[src/rtl/rrss_pkg.sv]
// ----------------------------------------------------------------------------
// rrss_pkg
// Types and constants shared by the round-robin slice scheduler modules.
// ----------------------------------------------------------------------------
package rrss_pkg;

   localparam logic       OP_ADD      = 1'b0;
   localparam logic       OP_DISPATCH = 1'b1;

   localparam logic [1:0] ST_ADDED = 2'd0;
   localparam logic [1:0] ST_FULL  = 2'd1;
   localparam logic [1:0] ST_RUN   = 2'd2;
   localparam logic [1:0] ST_EMPTY = 2'd3;

   localparam int         ID_W        = 8;
   localparam int         TIME_W      = 16;
   localparam logic [TIME_W-1:0] SLICE_RESET = 16'd10;

   // one queued request between front and back
   typedef struct packed {
      logic              opcode;
      logic [ID_W-1:0]   task_id;
      logic [TIME_W-1:0] burst_time;
   } cmd_type;

   // handshake from front to back
   typedef struct packed {
      logic    valid;
      cmd_type cmd;
   } cmd_chan_type;

endpackage

[src/rtl/rrss_front.sv]
// ----------------------------------------------------------------------------
// rrss_front
// Request intake: a two-entry queue that decouples the request port from
// the task engine.
// ----------------------------------------------------------------------------
module rrss_front import rrss_pkg::*; (
   input  logic                clock,
   input  logic                reset,
   input  logic                req_valid,
   output logic                req_stall,
   input  logic                req_opcode,
   input  logic [ID_W-1:0]     req_task_id,
   input  logic [TIME_W-1:0]   req_burst_time,
   output cmd_chan_type        cmd_chan,
   input  logic                cmd_pop
);

   cmd_type     entry_ff [2];
   logic        wr_ptr_ff;
   logic        rd_ptr_ff;
   logic [1:0]  count_ff;
   logic [1:0]  count_in;
   logic        push;

   assign req_stall      = (count_ff == 2'd2);
   assign push           = req_valid && !req_stall;
   assign cmd_chan.valid = (count_ff != 2'd0);
   assign cmd_chan.cmd   = entry_ff[rd_ptr_ff];

   always_comb begin
      count_in = count_ff;
      if (push && !cmd_pop) begin
         count_in = count_ff + 2'd1;
      end else if (!push && cmd_pop) begin
         count_in = count_ff - 2'd1;
      end
   end

   always_ff @(posedge clock) begin
      if (reset) begin
         wr_ptr_ff <= 1'b0;
         rd_ptr_ff <= 1'b0;
         count_ff  <= 2'd0;
      end else begin
         if (push) begin
            wr_ptr_ff <= !wr_ptr_ff;
         end
         if (cmd_pop) begin
            rd_ptr_ff <= !rd_ptr_ff;
         end
         count_ff <= count_in;
      end
   end

   always_ff @(posedge clock) begin
      if (push) begin
         entry_ff[wr_ptr_ff] <= '{opcode: req_opcode, task_id: req_task_id,
                                  burst_time: req_burst_time};
      end
   end

endmodule

[src/rtl/rrss_back.sv]
// ----------------------------------------------------------------------------
// rrss_back
// Task engine: ready-task ring in memory, slice computation, result register.
// ----------------------------------------------------------------------------
module rrss_back import rrss_pkg::*; #(
   parameter int QUEUE_DEPTH = 16
) (
   input  logic                          clock,
   input  logic                          reset,
   input  logic                          csr_write_enable,
   input  logic [TIME_W-1:0]             csr_write_data,
   input  cmd_chan_type                  cmd_chan,
   output logic                          cmd_pop,
   output logic [$clog2(QUEUE_DEPTH+1)-1:0] occupancy,
   output logic                          rsp_valid,
   input  logic                          rsp_stall,
   output logic [1:0]                    rsp_status,
   output logic [ID_W-1:0]               rsp_run_id,
   output logic [TIME_W-1:0]             rsp_run_amount,
   output logic                          rsp_finished
);

   localparam int ADDR_W  = $clog2(QUEUE_DEPTH);
   localparam int OCC_W   = $clog2(QUEUE_DEPTH + 1);
   localparam int ENTRY_W = ID_W + TIME_W;

   typedef enum logic {S_IDLE, S_READ} state_type;

   logic [ENTRY_W-1:0] mem [QUEUE_DEPTH];
   logic [ENTRY_W-1:0] rd_data_ff;

   state_type          state_ff, state_in;
   logic [ADDR_W-1:0]  head_ff, head_in;
   logic [ADDR_W-1:0]  tail_ff, tail_in;
   logic [OCC_W-1:0]   occ_ff, occ_in;
   logic [TIME_W-1:0]  slice_ff;
   logic               rsp_valid_ff, rsp_valid_in;
   logic [1:0]         status_ff, status_in;
   logic [ID_W-1:0]    run_id_ff, run_id_in;
   logic [TIME_W-1:0]  run_amount_ff, run_amount_in;
   logic               finished_ff, finished_in;

   logic               mem_we;
   logic [ENTRY_W-1:0] mem_wdata;
   logic               out_free;
   logic [TIME_W-1:0]  rem;
   logic [TIME_W-1:0]  run;
   logic [TIME_W-1:0]  left;
   logic [ADDR_W-1:0]  tail_next;
   logic [ADDR_W-1:0]  head_next;

   assign out_free  = !rsp_valid_ff || !rsp_stall;
   assign tail_next = (tail_ff == ADDR_W'(QUEUE_DEPTH - 1)) ? '0 : tail_ff + 1'b1;
   assign head_next = (head_ff == ADDR_W'(QUEUE_DEPTH - 1)) ? '0 : head_ff + 1'b1;

   // slice arithmetic on the entry read at the head
   assign rem  = rd_data_ff[TIME_W-1:0];
   assign run  = (rem > slice_ff) ? slice_ff : rem;
   assign left = rem - run;

   always_comb begin
      state_in      = state_ff;
      head_in       = head_ff;
      tail_in       = tail_ff;
      occ_in        = occ_ff;
      rsp_valid_in  = rsp_valid_ff && rsp_stall;
      status_in     = status_ff;
      run_id_in     = run_id_ff;
      run_amount_in = run_amount_ff;
      finished_in   = finished_ff;
      cmd_pop       = 1'b0;
      mem_we        = 1'b0;
      mem_wdata     = {cmd_chan.cmd.task_id, cmd_chan.cmd.burst_time};

      unique case (state_ff)
         S_IDLE: begin
            if (cmd_chan.valid && out_free) begin
               cmd_pop       = 1'b1;
               run_id_in     = '0;
               run_amount_in = '0;
               finished_in   = 1'b0;
               if (cmd_chan.cmd.opcode == OP_ADD) begin
                  rsp_valid_in = 1'b1;
                  if (occ_ff == OCC_W'(QUEUE_DEPTH)) begin
                     status_in = ST_FULL;
                  end else begin
                     mem_we    = 1'b1;
                     tail_in   = tail_next;
                     occ_in    = occ_ff + 1'b1;
                     status_in = ST_ADDED;
                  end
               end else if (occ_ff == '0) begin
                  rsp_valid_in = 1'b1;
                  status_in    = ST_EMPTY;
               end else begin
                  // head entry is captured in the read register, result is formed in S_READ
                  state_in = S_READ;
               end
            end
         end
         S_READ: begin
            state_in      = S_IDLE;
            rsp_valid_in  = 1'b1;
            status_in     = ST_RUN;
            run_id_in     = rd_data_ff[ENTRY_W-1:TIME_W];
            run_amount_in = run;
            finished_in   = (left == '0);
            head_in       = head_next;
            if (left != '0) begin
               // unfinished task goes back to the tail, occupancy unchanged
               mem_we    = 1'b1;
               mem_wdata = {rd_data_ff[ENTRY_W-1:TIME_W], left};
               tail_in   = tail_next;
            end else begin
               occ_in = occ_ff - 1'b1;
            end
         end
         default: begin
            state_in = S_IDLE;
         end
      endcase
   end

   always_ff @(posedge clock) begin
      if (reset) begin
         state_ff     <= S_IDLE;
         head_ff      <= '0;
         tail_ff      <= '0;
         occ_ff       <= '0;
         slice_ff     <= SLICE_RESET;
         rsp_valid_ff <= 1'b0;
      end else begin
         state_ff     <= state_in;
         head_ff      <= head_in;
         tail_ff      <= tail_in;
         occ_ff       <= occ_in;
         rsp_valid_ff <= rsp_valid_in;
         if (csr_write_enable) begin
            slice_ff <= csr_write_data;
         end
      end
      status_ff     <= status_in;
      run_id_ff     <= run_id_in;
      run_amount_ff <= run_amount_in;
      finished_ff   <= finished_in;
   end

   always_ff @(posedge clock) begin
      if (mem_we) begin
         mem[tail_ff] <= mem_wdata;
      end
      rd_data_ff <= mem[head_ff];
   end

   assign occupancy      = occ_ff;
   assign rsp_valid      = rsp_valid_ff;
   assign rsp_status     = status_ff;
   assign rsp_run_id     = run_id_ff;
   assign rsp_run_amount = run_amount_ff;
   assign rsp_finished   = finished_ff;

endmodule

[src/rtl/round_robin_slice_scheduler_top.sv]
// response path: an add request's response is registered straight from the
// idle state, a dispatch's after S_READ (registered read of the task memory).
// throughput: one add per cycle unless rsp_stall holds the response; a dispatch
// waits in S_READ on the single read port; a two-entry request queue absorbs it.
// reset: synchronous, clears queue pointers and counts, slice length to 10.
// ----------------------------------------------------------------------------
// round_robin_slice_scheduler_top
// Round-robin dispatcher over a FIFO of ready tasks with a programmable time slice.
// ----------------------------------------------------------------------------
module round_robin_slice_scheduler_top import rrss_pkg::*; #(
   parameter int QUEUE_DEPTH = 16
) (
   input  logic                clock,
   input  logic                reset,
   input  logic                csr_write_enable,
   input  logic [TIME_W-1:0]   csr_write_data,
   input  logic                req_valid,
   output logic                req_stall,
   input  logic                req_opcode,
   input  logic [ID_W-1:0]     req_task_id,
   input  logic [TIME_W-1:0]   req_burst_time,
   output logic                rsp_valid,
   input  logic                rsp_stall,
   output logic [1:0]          rsp_status,
   output logic [ID_W-1:0]     rsp_run_id,
   output logic [TIME_W-1:0]   rsp_run_amount,
   output logic                rsp_finished
);

   localparam int OCC_W = $clog2(QUEUE_DEPTH + 1);

   cmd_chan_type     cmd_chan;
   logic             cmd_pop;
   logic [OCC_W-1:0] occupancy;

   rrss_front u_front (
      .clock          (clock),
      .reset          (reset),
      .req_valid      (req_valid),
      .req_stall      (req_stall),
      .req_opcode     (req_opcode),
      .req_task_id    (req_task_id),
      .req_burst_time (req_burst_time),
      .cmd_chan       (cmd_chan),
      .cmd_pop        (cmd_pop)
   );

   rrss_back #(
      .QUEUE_DEPTH (QUEUE_DEPTH)
   ) u_back (
      .clock            (clock),
      .reset            (reset),
      .csr_write_enable (csr_write_enable),
      .csr_write_data   (csr_write_data),
      .cmd_chan         (cmd_chan),
      .cmd_pop          (cmd_pop),
      .occupancy        (occupancy),
      .rsp_valid        (rsp_valid),
      .rsp_stall        (rsp_stall),
      .rsp_status       (rsp_status),
      .rsp_run_id       (rsp_run_id),
      .rsp_run_amount   (rsp_run_amount),
      .rsp_finished     (rsp_finished)
   );

   a_occ_bound: assert property (@(posedge clock) disable iff (reset)
      occupancy <= OCC_W'(QUEUE_DEPTH))
      else $error("task queue occupancy above depth");

   a_pop_valid: assert property (@(posedge clock) disable iff (reset)
      cmd_pop |-> cmd_chan.valid)
      else $error("engine popped an empty request queue");

   a_idle_fields: assert property (@(posedge clock) disable iff (reset)
      rsp_valid && rsp_status != ST_RUN |->
         rsp_run_id == '0 && rsp_run_amount == '0 && !rsp_finished)
      else $error("run fields set on a non-dispatch response");

endmodule
[config.mk]
export PLATFORM = sky130hd
export DESIGN_NAME = round_robin_slice_scheduler_top
export DESIGN_NICKNAME = d
export VERILOG_FILES = /design/src/rtl/rrss_pkg.sv /design/src/rtl/rrss_front.sv /design/src/rtl/rrss_back.sv /design/src/rtl/round_robin_slice_scheduler_top.sv
export SDC_FILE = /design/constraint.sdc
export NUM_CORES = 1
export LEC_CHECK = 0
export BUFFER_PORTS_ARGS = -buffer_cell sky130_fd_sc_hd__buf_4
export CELL_PAD_IN_SITES_DETAIL_PLACEMENT = 0
export CELL_PAD_IN_SITES_GLOBAL_PLACEMENT = 1
export CORE_ASPECT_RATIO = 1.2
export CORE_UTILIZATION = 54
export CTS_CLUSTER_SIZE = 28
export DETAILED_ROUTE_END_ITERATION = 10
export PLACE_DENSITY = 0.79
export SLEW_MARGIN = 20
export SYNTH_ARGS = -nofsm -noshare
export SYNTH_HDL_FRONTEND = slang
export SYNTH_SLANG_ARGS = --single-unit
[constraint.sdc]
create_clock -name clock -period 7.3 [get_ports clock]
set_input_delay 1.46 -clock clock [delete_from_list [all_inputs] [get_ports clock]]
set_output_delay 1.46 -clock clock [all_outputs]
set_load 0.02 [all_outputs]
# Word-level counts from Yosys, hierarchy flattened
# Memories as Yosys holds them, arrays and structs flattened. A register that Yosys moved wholly into a read port is not among the register bits.
# Cells that the tools add are included.
totals:
  elab_cells: 104
  reg_bits: 62
  out_inout_bits: 29
  memories: 2
  inputBits: 46
  ram_bits: 434
memory_table:
  columns: ["name", "depth", "width", "rd", "rd_ports_with_merged_regs", "write_ports", "line_no", "source"]
  rows:
  - ["u_back.mem", 16, 24, 1, 1, 1, "rrss_back.sv:29", "logic [ENTRY_W-1:0] mem [QUEUE_DEPTH];"]
  - ["u_front.entry_ff", 2, 25, 1, 1, 1, "rrss_front.sv:18", "cmd_type entry_ff [2];"]
op_classes:
  n_eq_ne: 10
  n_reduce_logical: 21
  muxes: 49
  magnitude_cmp: 1
  bitwise_logic: 1
  add_sub_neg: 7
op_table:
  columns: ["cell", "count"]
  rows:
  - ["24-bit 2-to-1 mux", 2]
  - ["16-bit 2-to-1 mux", 2]
  - ["16-bit case mux with 2 select lines", 1]
  - ["4-bit 2-to-1 mux", 6]
  - ["1-bit 2-to-1 mux", 20]
  - ["5-bit 2-to-1 mux", 4]
  - ["16-bit > comparator", 1]
  - ["16-bit logical NOT", 1]
  - ["8-bit case mux with 2 select lines", 1]
  - ["16-bit nonzero test", 1]
  - ["16-bit subtractor", 1]
  - ["2-bit 2-to-1 mux", 5]
  - ["5-bit case mux with 2 select lines", 1]
  - ["4-bit by 1-bit adder with 4-bit output (second input constant)", 2]
  - ["4-bit equality test (second input constant)", 2]
  - ["8-bit 2-to-1 mux", 1]
  - ["2-bit inequality test (second input constant)", 4]
  - ["1-bit case mux with 2 select lines", 4]
  - ["4-bit case mux with 2 select lines", 1]
  - ["4-bit AND reduction", 2]
  - ["1-bit logical NOT", 7]
  - ["5-bit by 1-bit adder with 5-bit output (second input constant)", 1]
  - ["5-bit equality test (second input constant)", 1]
  - ["1-bit logical AND", 5]
  - ["12 further kinds", 13]

# Longest topological paths before layout
depth:
  word_depth: 8
  depth_mapped: 24
  mapped_depth_nobuf: 20

# By module
# A second synthesis with hierarchy kept.
hier_totals:
  hier_cells: 1197
  area_unflattened_um2: 21510.6
by_module_without_submodules:
  columns: ["mod", "cells_each", "area_per_inst_um2", "seq_area_each_um2", "n_inst"]
  rows:
  - ["rrss_back", 1094, 19491.2, 13442.9, 1]
  - ["rrss_front", 103, 2019.4, 1601.5, 1]

# Least setup slack after synthesis
# Ideal clock, no wire load.
synth_timing:
  kind: "reg2reg"
  from: "reg u_back.slice_ff[1]"
  to: "mem u_back.mem[3][0] (netlist bit), enable pin"
  setup_slack_ns: 1.601
  period_less_slack_ns: 5.699
  setup_ns: 0.383
  arrival_time_ns: 5.316
  n_path_buf: 3
  path_stages_with_launch: 24
  t_required_ns: 6.917
  cell_sequence: "dfxtp_1 inv_1 ha_1 nor2b_1 o211ai_1 a2111oi_0 or4b_2 nand2_1 clkbuf_1 nor2_1 a21oi_1 inv_1 fa_1 and3b_1 clkbuf_2 o211a_1 o31ai_1 a21oi_1 xor2_1 nor4_4 a31oi_2 nand2b_4 clkbuf_1 and3_1"
synth_via:
  elab_chain_cells: 8
synth_rtl:
  columns: ["item", "line_no", "source"]
  rows:
  - ["start, declared", "rrss_back.sv:36", "logic [TIME_W-1:0] slice_ff;"]
  - ["start signal, assigned", "rrss_back.sv:139", "slice_ff <= csr_write_data;"]
  - ["16-bit > comparator", "rrss_back.sv:58", "assign run = (rem > slice_ff) ? slice_ff : rem;"]
  - ["16-bit 2-to-1 mux (*)", "rrss_back.sv:58", null]
  - ["named net u_back.run[1]", "rrss_back.sv:47", "logic [TIME_W-1:0] run;"]
  - ["16-bit subtractor (*)", "rrss_back.sv:59", "assign left = rem - run;"]
  - ["16-bit nonzero test (*)", "rrss_back.sv:109", "if (left != '0) begin"]
  - ["1-bit 2-to-1 mux (*)", "rrss_back.sv:109", null]
  - ["1-bit case mux with 2 select lines (*)", "rrss_back.sv:75", "unique case (state_ff)"]
  - ["1-bit 2-to-1 mux (*)", "rrss_back.sv:149", "if (mem_we) begin"]
  - ["1-bit 2-to-1 mux (not written as such) (*)", "rrss_back.sv:150", "mem[tail_ff] <= mem_wdata;"]
  - ["end, declared", "rrss_back.sv:29", null]
# The timed path passes the listed nets; every way through them passes the cells marked *.

# Final worst setup path
layout_timing:
  from: "reg u_back.slice_ff[1]"
  to: "mem u_back.mem[7][5] (netlist bit) (data pin)"
layout_via:
  elab_chain_cells: 6
layout_rtl:
  columns: ["item", "line_no", "source"]
  rows:
  - ["16-bit > comparator (*)", "rrss_back.sv:58", null]
  - ["16-bit 2-to-1 mux (*)", "rrss_back.sv:58", null]
  - ["named net u_back.run[0]", "rrss_back.sv:47", null]
  - ["16-bit subtractor (*)", "rrss_back.sv:59", null]
  - ["16-bit nonzero test", "rrss_back.sv:109", null]
  - ["24-bit 2-to-1 mux (*)", "rrss_back.sv:109", null]
  - ["24-bit 2-to-1 mux (*)", "rrss_back.sv:75", null]
  - ["named net u_back.mem_wdata[5]", "rrss_back.sv:44", "logic [ENTRY_W-1:0] mem_wdata;"]
# Marks and branches as above.

==> results.cfg <==
[outcome]
outcome = completed

[floorplanning]
die_w_um = 182.0
die_area_sq_mm = 0.03966
coreArea_sq_mm = 0.03806
rows = 78
io_pins = 75
start_util_pct = 55.14
die_h_um = 218.0

[min_path]
min_path_type = reg -> reg
min_path_cells = 2
holdCritStartpoint = u_back.occupancy[2]
whs_endpoint = u_back.occupancy[2]

[sta]
max_slew_margin_pct = 25.32
fin_skew_ns = 0.01597
finalSetupViolations = 0
final_hold_viol_count = 0
rsz0062_at_grt = false
finalCriticalPeriod_ns = 6.832
timing.setup.tns_ns = 0
tightest_slew_ns = 1.120
drv_slew = 0
timing.final.crit_share_pct = 93.59
max_freq_mhz = 146.4

[clock_tree]
cts_inserted_buffers = 49
ctsHoldBuffers = 0
clk_path_buf_depth = 3
path_clk_slew_ns = 0.07
post-cts-setup-buffer-count = 0
cts_resized = 0
cts_tree = yes
root_buffer = clkbuf_16
ctsHtreeMaxLevel = 2
clkSinkCount = 521
clk_latency_ns = 0.57

[worst_setup_path]
reg2reg_depth = 20
required_ns = 7.50
crit_fanout = 24
crit_slowest_cell = a21oi_1
end_kind = register
reg2reg_from = u_back.slice_ff[1]
critPathMaxStageDelay_ns = 0.89
worstSetupStartpointType = register
worstSetupPathType = reg -> reg
crit_path_cell_trace = inv_1 > ha_1 > nor2b_1 > o211ai_1 > a2111oi_0 > or4b_2 > nand2_1 > mux2_2 > ha_1 > fa_1 > and3b_1 > o211a_1 > o31ai_1 > a21oi_1 > xor2_1 > nor4_4 > a31oi_4 > buf_4 > a211oi_1 > a21oi_1
r2r_slack_ns = 0.47
path_buf_inv = 2
cp_top_family = compound AO/OA/AOI/OAI gates
timing.rr.end = u_back.mem[7][5]
worst_ep_arrival_time_ns = 7.03

[drt]
wl_um = 46020
wl_per_cell_um = 25.70
ant_nets = 0
drc = 0
met1Wirelength_um = 19010
viasPerCell = 6.125
wl_met2_um = 23700
drt_iter0_markers = 851
vias = 10970
highest_layer = met4
dr_wl_met3_um = 2343
first_pass_iters = 5

[yosys]
synth_top_family_by_area = multiplexers
yosysSeqAreaShare_pct = 71.69
synth.area.top_cells = edfxtp_1 (66%), mux4_2 (13%), dfxtp_1 (5.7%)
synth_fp_nets = 1241
synth_fa_ha_area_share_pct = 2.933
synth_area_sq_mm = 0.02099
ys.flop_type = edfxtp_1
muxShareOfSynthArea_pct = 14.82
synth.distinct_cells = 54
synth_seq_cells = 521
synthArstFlopShare_pct = 0
synth_xor_area_share_pct = 0.6677
synth_top_area_share_pct = 65.96
yosys.area_share.simple_pct = 4.907
synthCells = 1147
yosysTopAreaCell = edfxtp_1
ys_warn_count = 0
synth-compound-area-share_pct = 3.446
synth_edf_count = 461
synth.avg_cell_area_sq_um = 18.30

[placement]
hpwlAfterDp_um = 28120
gp_congestion = 0.8240
portBuffers = 74
dpl.cell_count = 1700
dpl-instance-area_sq_mm = 0.02238

[cells_and_area]
antenna_cells = 0
mostFrequentLayoutCell = edfxtp_1
area_growth_pct = 14.39
layout-drive-gt1-share_pct = 25.78
utilization_pct = 63.07
nets = 1365
final_cell_mix = edfxtp_1 (461), buf_4 (126), mux4_2 (120), nor2_1 (62), dfxtp_1 (56)
fillers = 2667
instances_no_fill = 1791
fin_area_sq_mm = 0.02401

[grt]
grt_pass1_wl_um = 69200
grt_usage_pct = 24.05
globalRouteOverflowTotal = 0
antenna_found_initial = 0
grt_pass1_vias = 10990
grt_max_degree = 52

[power_and_ir_drop]
peakVddDrop_mv = 0.1641
power.leakage_nw = 8.093
power_density_mw_per_mm2 = 366.6
power_mw = 8.801

[run]
maxCapViolCount = 0
stage by stage:
stage               hold WS (ns)  worst slack (ns)
global route              0.5288           0.06433
CTS                       0.4973            0.4439
floorplan                 0.4604             1.601
detailed placement        0.4862            0.4796
finish                    0.4957            0.4682
global placement          0.4773            0.6990
cells in the mapped netlist (all sizes together), types with 13 or more instances:
library cell and count:
nand2 31, o21ai 26, dfxtp 60, and3 18, nor2 63, inv 29
ha 46, edfxtp 461, mux4 120, buf 13, mux2i 35, clkbuf 42
a21oi 59
how the worst max path moves through the flow:
stage,from,endpoint,slack [ns],cells past startpoint
3_5_place_dp,u_back.slice_ff[1],u_back.mem[14][0],0.48,20
6_report,u_back.slice_ff[1],u_back.mem[7][5],0.47,20
5_1_grt,u_back.slice_ff[1],u_back.mem[6][5],0.06,21
4_1_cts,u_back.slice_ff[1],u_back.mem[15][0],0.44,20
2_1_floorplan,u_back.slice_ff[1],u_back.mem[3][0],1.60,23
3_3_place_gp,u_back.slice_ff[1],u_back.mem[14][0],0.70,20
flip-flops by register name, summed over array words and instances (netlist names), 5 cells and up, named ones only:
name / cells
u_back.occupancy: 5
u_back.mem: 384
u_back.slice_ff: 16
u_front.entry_ff: 50
u_back.rsp_run_amount: 16
u_back.rsp_run_id: 8
u_back.rd_data_ff: 24
final cells by class:
class / count / area [sq um] / share of cell area [%]
sequential: 521 / 15050 / 62.71
multi-input combinational: 542 / 5653 / 23.55
clock buffer: 69 / 1394 / 5.806
timing repair buffer: 128 / 985.9 / 4.107
tap: 480 / 600.6 / 2.502
clock inverter: 22 / 209.0 / 0.8704
inverter: 29 / 108.9 / 0.4535
routing by layer:
metal | vias to the layer above | track usage (%)
met3 | 78 | 3.106
met2 | 387 | 41.90
met1 | 5671 | 32.06
met5 | - | 0
li1 | 4834 | -
met4 | 0 | 6.639
power breakdown:
| part | total (mW) | internal [mW] | switching (mW) |
|---|---|---|---|
| registers | 4.01 | 3.87 | 0.141 |
| logic | 2.26 | 0.806 | 1.46 |
| clock network | 2.53 | 1.47 | 1.06 |
logic make-up (layout without fill, tap and decap cells):
| logic type | count (synthesis) | in the layout |
|---|---|---|
| flops | 521 | 521 |
| simple gates | 195 | 195 |
| mux | 160 | 160 |
| compound gates | 123 | 123 |
| buf+inv | 84 | 248 |
| fa+ha+maj | 48 | 48 |
| xor+xnor | 16 | 16 |
tightest hold or removal path, stage by stage (launching register included):
cell     delay [ns]
dfxtp_1        0.32
o21ai_0        0.07
a21oi_1        0.06
No activity file was read; power rests on OpenSTA's default activity.
